## config.mk

```make
export PLATFORM = sky130hd
export DESIGN_NAME = rgba_alpha_blend
export DESIGN_NICKNAME = d
export VERILOG_FILES = /design/src/rab_pkg.sv /design/src/rab_front.sv /design/src/rab_div_cell.sv /design/src/rgba_alpha_blend.sv
export VERILOG_INCLUDE_DIRS = /design/src /design/src/src
export SDC_FILE = /design/constraint.sdc
export NUM_CORES = 2
export LEC_CHECK = 0
export ABC_AREA = 1
export BUFFER_PORTS_ARGS = -buffer_cell sky130_fd_sc_hd__buf_2
export CAP_MARGIN = 20
export CORE_ASPECT_RATIO = 2
export CORE_MARGIN = 10
export CORE_UTILIZATION = 70
export CTS_BUF_LIST = sky130_fd_sc_hd__clkbuf_8
export CTS_CLUSTER_DIAMETER = 80
export DETAILED_ROUTE_END_ITERATION = 7
export PLACE_DENSITY = 0.88
export SLEW_MARGIN = 10
export SYNTH_ARGS = -nofsm -noshare
export SYNTH_HDL_FRONTEND = slang
export SYNTH_HIERARCHICAL = 1
export SYNTH_SLANG_ARGS = --single-unit
```

## constraint.sdc

```tcl
create_clock -name clk -period 9.7 [get_ports clk]
set_input_delay 0.485 -clock clk [delete_from_list [all_inputs] [get_ports clk]]
set_output_delay 0.485 -clock clk [all_outputs]
set_load 0.005 [all_outputs]
```

## src/rgba_alpha_blend_macros.svh

```systemverilog
// Assertion macros for the alpha blender.
// Both macros use the module's clk; RAB_ASSERT also holds off while rst is high.
`ifndef RGBA_ALPHA_BLEND_MACROS_SVH
`define RGBA_ALPHA_BLEND_MACROS_SVH

// Checked at every clock edge outside reset
`define RAB_ASSERT(label, prop) \
  label: assert property (@(posedge clk) disable iff (rst) (prop)) \
    else $error("rgba_alpha_blend assertion failed");

// Checked at every clock edge, reset included
`define RAB_ASSERT_ALWAYS(label, prop) \
  label: assert property (@(posedge clk) (prop)) \
    else $error("rgba_alpha_blend assertion failed");

`endif

```

## src/rab_pkg.sv

```systemverilog
// Shared types and constants for the alpha blender.
// No dependencies; used by rab_front, rab_div_cell, rgba_alpha_blend and the testbench.
`default_nettype none

package rab_pkg;

  localparam int INDEX_BITS_DEF = 20;   // default pixel index width
  localparam int IDX_FIELD_BITS = 20;   // index bits that survive to the result
  localparam int NUM_W          = 17;   // weighted channel sum, up to 255*510
  localparam int DIV_W          = 9;    // divisor: alpha sum, 1 or 256
  localparam int QUO_W          = 8;    // one colour channel
  localparam int LANES          = 3;    // colour channels per pixel
  localparam int ADDR_BITS      = 3;    // APB byte address width

  // Register indexes and mode codes
  localparam logic REG_COLOR_MODE = 1'b0;
  localparam logic MODE_RGB       = 1'b0;
  localparam logic MODE_RGBA      = 1'b1;

  // One colour channel on its way through the divider row
  typedef struct packed {
    logic [NUM_W-1:0] rem;
    logic [QUO_W-1:0] quo;
  } rab_lane_t;

  // Everything a cell hands to its neighbor
  typedef struct packed {
    rab_lane_t [LANES-1:0] lane;
    logic [DIV_W-1:0]      div;
    logic [7:0]            alpha;
    logic                  mode;
  } rab_work_t;

endpackage

`default_nettype wire

```

## src/rab_front.sv

```systemverilog
// Front stage: picks weights and divisor per mode and registers the weighted sums.
// Depends on rab_pkg.
`default_nettype none

module rab_front #(
  parameter int INDEX_BITS = rab_pkg::INDEX_BITS_DEF
) (
  input  logic                  clk,
  input  logic                  rst,
  input  logic                  color_mode,
  input  logic                  in_valid,
  output logic                  in_stall,
  input  logic [INDEX_BITS-1:0] pixel_index,
  input  logic [31:0]           old_pixel,
  input  logic [31:0]           new_color,
  input  logic [8:0]            blend_alpha,
  output logic                  out_valid,
  input  logic                  out_stall,
  output logic [INDEX_BITS-1:0] out_idx,
  output rab_pkg::rab_work_t    out_work
);
  import rab_pkg::*;

  localparam int KEEP_BITS = (INDEX_BITS < IDX_FIELD_BITS) ? INDEX_BITS : IDX_FIELD_BITS;
  localparam logic [INDEX_BITS-1:0] IDX_MASK = INDEX_BITS'((64'd1 << KEEP_BITS) - 64'd1);

  logic             ready;
  logic [7:0]       a_old;
  logic [7:0]       a_new;
  logic [8:0]       a_sum;
  logic [8:0]       w_sat;
  logic [8:0]       w_old;
  logic [8:0]       w_new;
  rab_work_t        work_next;
  logic [7:0]       ob [LANES];
  logic [7:0]       nb [LANES];

  assign ready    = !out_valid || !out_stall;
  assign in_stall = !ready;

  assign a_old = old_pixel[7:0];
  assign a_new = new_color[7:0];
  assign a_sum = {1'b0, a_old} + {1'b0, a_new};
  assign w_sat = (blend_alpha > 9'd256) ? 9'd256 : blend_alpha;

  // Pick weights, divisor and channel bytes for the mode
  always_comb begin
    work_next = '0;
    work_next.mode = color_mode;
    if (color_mode == MODE_RGBA) begin
      work_next.alpha = (a_sum > 9'd255) ? 8'd255 : a_sum[7:0];
      if (a_sum == 9'd0) begin
        // both alphas zero: keep the old colour
        w_old = 9'd1;
        w_new = 9'd0;
        work_next.div = 9'd1;
      end else begin
        w_old = {1'b0, a_old};
        w_new = {1'b0, a_new};
        work_next.div = a_sum;
      end
    end else begin
      work_next.alpha = 8'd0;
      w_old = 9'd256 - w_sat;
      w_new = w_sat;
      work_next.div = 9'd256;
    end
    for (int l = 0; l < LANES; l++) begin
      if (color_mode == MODE_RGBA) begin
        ob[l] = old_pixel[31-8*l -: 8];
        nb[l] = new_color[31-8*l -: 8];
      end else begin
        ob[l] = old_pixel[23-8*l -: 8];
        nb[l] = new_color[23-8*l -: 8];
      end
      work_next.lane[l].rem = NUM_W'(ob[l]) * NUM_W'(w_old) + NUM_W'(nb[l]) * NUM_W'(w_new);
      work_next.lane[l].quo = '0;
    end
  end

  // Advance the stage when the next cell can take the item
  always_ff @(posedge clk) begin
    if (rst) begin
      out_valid <= 1'b0;
    end else if (ready) begin
      out_valid <= in_valid;
    end
  end

  always_ff @(posedge clk) begin
    if (in_valid && ready) begin
      out_idx  <= pixel_index & IDX_MASK;
      out_work <= work_next;
    end
  end

endmodule

`default_nettype wire

```

## src/rab_div_cell.sv

```systemverilog
// Divider cell: settles one quotient bit of all three channels and passes the item on.
// Depends on rab_pkg.
`default_nettype none

module rab_div_cell #(
  parameter int INDEX_BITS = rab_pkg::INDEX_BITS_DEF,
  parameter int BIT        = 0
) (
  input  logic                  clk,
  input  logic                  rst,
  input  logic                  in_valid,
  output logic                  in_stall,
  input  logic [INDEX_BITS-1:0] in_idx,
  input  rab_pkg::rab_work_t    in_work,
  output logic                  out_valid,
  input  logic                  out_stall,
  output logic [INDEX_BITS-1:0] out_idx,
  output rab_pkg::rab_work_t    out_work
);
  import rab_pkg::*;

  logic             ready;
  logic [NUM_W-1:0] trial;
  logic             take [LANES];
  rab_work_t        work_next;

  assign ready    = !out_valid || !out_stall;
  assign in_stall = !ready;
  assign trial    = NUM_W'(in_work.div) << BIT;

  // Compare and subtract the shifted divisor in each channel
  always_comb begin
    work_next = in_work;
    for (int l = 0; l < LANES; l++) begin
      take[l] = in_work.lane[l].rem >= trial;
      if (take[l]) begin
        work_next.lane[l].rem = in_work.lane[l].rem - trial;
      end
      work_next.lane[l].quo = in_work.lane[l].quo | (QUO_W'(take[l]) << BIT);
    end
  end

  always_ff @(posedge clk) begin
    if (rst) begin
      out_valid <= 1'b0;
    end else if (ready) begin
      out_valid <= in_valid;
    end
  end

  always_ff @(posedge clk) begin
    if (in_valid && ready) begin
      out_idx  <= in_idx;
      out_work <= work_next;
    end
  end

endmodule

`default_nettype wire

```

## src/rgba_alpha_blend.sv

```systemverilog
// Top level of the pixel alpha blender: APB register, front stage, row of divider cells.
// Depends on rab_pkg, rab_front, rab_div_cell and rgba_alpha_blend_macros.svh.
//
//   channel  | handshake              | payload
//   ---------+------------------------+------------------------------------------
//   input    | in_valid / in_stall    | pixel_index, old_pixel, new_color, blend_alpha
//   output   | out_valid / out_stall  | result_index, blended_pixel
//   config   | psel/penable/pwrite    | paddr, pwdata, prdata (pready tied high)
//
// One item per clock while the output does not stall; after acceptance an item passes
// the front stage register for the weighted sums, then one register per quotient
// bit in the row of eight divider cells.
// Reset clears the stage valid bits and sets color_mode to RGBA; no clearing pass.
// A stall on the output holds the full stages; empty stages still fill.
`default_nettype none
`include "rgba_alpha_blend_macros.svh"

module rgba_alpha_blend #(
  parameter int INDEX_BITS = rab_pkg::INDEX_BITS_DEF
) (
  input  logic                          clk,
  input  logic                          rst,
  input  logic                          psel,
  input  logic                          penable,
  input  logic                          pwrite,
  input  logic [rab_pkg::ADDR_BITS-1:0] paddr,
  input  logic [31:0]                   pwdata,
  output logic [31:0]                   prdata,
  output logic                          pready,
  input  logic                          in_valid,
  output logic                          in_stall,
  input  logic [INDEX_BITS-1:0]         pixel_index,
  input  logic [31:0]                   old_pixel,
  input  logic [31:0]                   new_color,
  input  logic [8:0]                    blend_alpha,
  output logic                          out_valid,
  input  logic                          out_stall,
  output logic [INDEX_BITS-1:0]         result_index,
  output logic [31:0]                   blended_pixel
);
  import rab_pkg::*;

  localparam int CELLS = QUO_W;

  logic                  color_mode;
  logic                  reg_sel;
  logic                  st_valid [CELLS+1];
  logic                  st_stall [CELLS+1];
  logic [INDEX_BITS-1:0] st_idx   [CELLS+1];
  rab_work_t             st_work  [CELLS+1];
  rab_work_t             last;

  // Register file: one mode bit at index 0
  assign pready  = 1'b1;
  assign reg_sel = paddr[ADDR_BITS-1];

  always_ff @(posedge clk) begin
    if (rst) begin
      color_mode <= MODE_RGBA;
    end else if (psel && penable && pwrite && pready && reg_sel == REG_COLOR_MODE) begin
      color_mode <= pwdata[0];
    end
  end

  assign prdata = (reg_sel == REG_COLOR_MODE) ? {31'd0, color_mode} : 32'd0;

  // Weighted sums
  rab_front #(.INDEX_BITS(INDEX_BITS)) u_front (
    .clk        (clk),
    .rst        (rst),
    .color_mode (color_mode),
    .in_valid   (in_valid),
    .in_stall   (in_stall),
    .pixel_index(pixel_index),
    .old_pixel  (old_pixel),
    .new_color  (new_color),
    .blend_alpha(blend_alpha),
    .out_valid  (st_valid[0]),
    .out_stall  (st_stall[0]),
    .out_idx    (st_idx[0]),
    .out_work   (st_work[0])
  );

  // Row of divider cells, most significant quotient bit first
  for (genvar k = 0; k < CELLS; k++) begin : g_cell
    rab_div_cell #(.INDEX_BITS(INDEX_BITS), .BIT(CELLS-1-k)) u_cell (
      .clk      (clk),
      .rst      (rst),
      .in_valid (st_valid[k]),
      .in_stall (st_stall[k]),
      .in_idx   (st_idx[k]),
      .in_work  (st_work[k]),
      .out_valid(st_valid[k+1]),
      .out_stall(st_stall[k+1]),
      .out_idx  (st_idx[k+1]),
      .out_work (st_work[k+1])
    );
  end

  // Pack the channels in the packing of the item's mode
  assign st_stall[CELLS] = out_stall;
  assign last            = st_work[CELLS];
  assign out_valid       = st_valid[CELLS];
  assign result_index    = st_idx[CELLS];

  always_comb begin
    if (last.mode == MODE_RGBA) begin
      blended_pixel = {last.lane[0].quo, last.lane[1].quo, last.lane[2].quo, last.alpha};
    end else begin
      blended_pixel = {8'd0, last.lane[0].quo, last.lane[1].quo, last.lane[2].quo};
    end
  end

  // Input stalls only when a full row backs up from a stalled output
  `RAB_ASSERT(a_stall_from_out, in_stall |-> (out_valid && out_stall))
  // Leaving reset puts the block in RGBA mode
  `RAB_ASSERT_ALWAYS(a_reset_mode, (!rst && $past(rst)) |-> (color_mode == MODE_RGBA))
  // Every remainder has dropped below the divisor once the last bit is settled
  `RAB_ASSERT(a_rem_done, out_valid |-> (last.lane[0].rem < NUM_W'(last.div)
                                         && last.lane[1].rem < NUM_W'(last.div)
                                         && last.lane[2].rem < NUM_W'(last.div)))

endmodule

`default_nettype wire

```

==> results.md <==
* Status: finished, violations left
* Violated checks: DRC
* Hold Path Sink: g_cell[7].u_cell/out_valid$_SDFFE_PP0N_
* Grt ovf at 0
* Final hold viol count at 0
* Hold Crit Depth at 2
* Power Internal at around 10 mW
* Min Tclk post-route at 8.09 ns
* Share of post-route cells with drive strength above 1 at 0.0999
* Worst Reg2Reg Path Length in Cells at 21
* First-pass DRT Iterations at 8
* Tcrit/Tclk final at 0.834
* Clk slew on worst S/H paths at 0.07 ns
* GRT Total Usage at 0.368
* PD cells at 247 mW/mm^2
* Hold_sp: rst
* Lkg Pwr at 33.5 nW
* Num ports at 222
* FF-to-FF setup slack at 2.02 ns
* Final ANT Viol Nets at 0
* R2R Path End: u_front/out_work[64]$_DFFE_PP_
* Initial antenna violation count at 21
* Largest net degree at the start of global routing at 111
* Detailed Route WL at 196000 um
* Per-cell routed wire length at 22.3 um
* Clk Latency, worst-skew pair at 0.88 ns
* Switch Pwr at 7.28 mW
* Vias at 51200
* Final WS setup at 1.61 ns
* Pre-CTS WS at between 1 and 1.5 ns
* Cts bufs inserted at ~110
* Slew Limit Fails at 0
* Fmax at between 100 and 150 MHz
* First-pass GRT wire length at slightly below 300000 um
* Slew at the pin closest to its max-slew limit at 1.16 ns
* CTS tree: done
* Grt met3 use at 0.0897
* Clock Sink Count at 943
* Combinational share of power at 0.510
* Post-CTS setup buffers at 0
* Die width at 236 um
* Crit end category: flop
* RSZ-0062 raised after global routing: false
* Worst VDD drop at 0.000320 V
* Mean area per synthesized cell at 9.05 sq um
* Clk buf depth at 3
* Row count at between 150 and 200
* Via/cell ratio at 5.81
* Synth Instances at between 7000 and 8000
* Post-cts resize count at 0
* Final Cell Area at ~0.070 sq mm
* Setup crit start kind: input pin
* Slowest stage cell, crit path: nand2_1
* Area added between synthesis and finish at 6.96%
* Initial Util at 0.706
* Warnings, synthesis at 6
* FF-to-FF Start: color_mode$_SDFFE_PP1P_
* Syn Std Cell Area at 0.0656 sq mm
* DRC Markers at 11
* Crit path top cell by count: nand2_1
* Crit path required time at ~10 ns
* Hold buffer count at CTS at 26
* Die ar. at 0.107 sq mm
* Max-slew headroom at 0.225
* HPWL Detailed at 147000 um
* Sequential power share at 0.311
* Clock power share at 0.179
* Vias in the first global route at 53700
* Initial DRC Count at 3991
* Crit Path Max Fanout at 18
* Core ar. at 0.0929 sq mm
* Max incr delay on CP at about 0.62 ns
* Gr busiest metal: met2
* Root Driver: clkbuf_8
* Finish-stage setup viols at 0
* Placed cell area at between 0.06 and 0.07 sq mm
* Switching Fraction at 0.420
* Fillers at between 6000 and 7000
* CTS H-tree depth at 3
* Met1 global-route usage at 0.298
* RePlAce Congestion at 1.08
* Worst EP arrival at 8.65 ns
* TNS Setup at 0 ns
* Max-cap violation count at 0
* Layout Nets at 8398
* Die height at 453 um
* Clock Skew at 0.0762 ns
* Port Buffers at 156
* Met2 usage at 0.669
* Critical path type: in2reg
* Min-Delay Path Class: in2reg
==> power by group through the flow <==
stage	Combinational (mW)	Clock [mW]	Sequential (mW)
after floorplan	6.63	0	5.39
after global placement	8.23	0	5.44
after detailed placement	8.60	0	5.46
after CTS	8.67	3.09	5.37
after global routing	9.97	3.29	5.40
final	8.83	3.09	5.39
==> critical path, delay by kind of cell <==
kind	cells	cell delay (ns)
adders and majority gates	9	3.98
and+or+nand+nor	14	2.27
buffers and inverters	6	1.09
AOI/OAI and AO/OA	2	0.65
xor gates and xnor gates	1	0.15
==> cell type report <==
type / instances / area [sq um] / share of cell area
Clock buffer: 113 / 1560 / 0.0222
Inverter: 1424 / 5350 / 0.0763
Timing Repair Buffer: 242 / 1500 / 0.0214
Sequential cell: 943 / 28200 / 0.402
Clock inverter: 99 / 928 / 0.0132
Antenna cell: 15 / 37.5 / 0.000535
Multi-Input combinational cell: 4770 / 31000 / 0.443
Tap cell: 1200 / 1500 / 0.0214
==> registers in the layout, summed over array words and instances (netlist names) <==
signal	flops
color_mode	1
g_cell.u_cell/out_idx	160
g_cell.u_cell/out_valid	8
g_cell.u_cell/out_work	684
u_front/out_idx	20
u_front/out_valid	1
u_front/out_work	69
==> cell usage in the layout, fill, tap and decap left out, types with 57 or more instances in the layout <==
master       n
nor2_1     410
nand3_1    369
o21ai_0     88
fa_1       352
ha_1       417
nand4_1    100
xor2_1     109
edfxtp_1   933
buf_4       58
buf_2      157
nand2_1   2086
clkbuf_8   113
a21oi_1    342
nand2_2     95
inv_1     1395
nor2_2      57
==> stage by stage <==
| stage | total power [mW] | util | cells | hold WS, ns |
|---|---|---|---|---|
| after global routing | 18.7 | 0.755 | 8798 | 0.0458 |
| after CTS | 17.1 | 0.754 | 8788 | 0.00936 |
| final | 17.3 | 0.755 | 8806 | 0.0873 |
| after global placement | 13.7 | 0.725 | 8550 | 0.401 |
| after floorplan | 12.0 | - | 7297 | 0.400 |
| after detailed placement | 14.1 | 0.725 | 8550 | 0.405 |
==> routing by layer <==
layer / vias to the layer above / routed length (um)
met5: - / 70
met4: 10 / 27000
met3: 1302 / 13900
met2: 2737 / 102000
met1: 23700 / 53100
li1: 23400 / -
==> worst max-delay path by stage <==
stage	from	endpoint	slack (ns)	depth (start not counted)
2_1_floorplan	out_stall	g_cell[0].u_cell/out_idx[0]$_DFFE_PP_	2.97	17
3_3_place_gp	new_color[0]	u_front/out_work[64]$_DFFE_PP_	1.26	31
3_5_place_dp	new_color[0]	u_front/out_work[89]$_DFFE_PP_	1.17	32
4_1_cts	new_color[0]	u_front/out_work[89]$_DFFE_PP_	2.04	32
5_1_grt	new_color[0]	u_front/out_work[89]$_DFFE_PP_	1.31	32
6_report	new_color[0]	u_front/out_work[89]$_DFFE_PP_	1.61	32
Power figures use the tool's default switching activity.
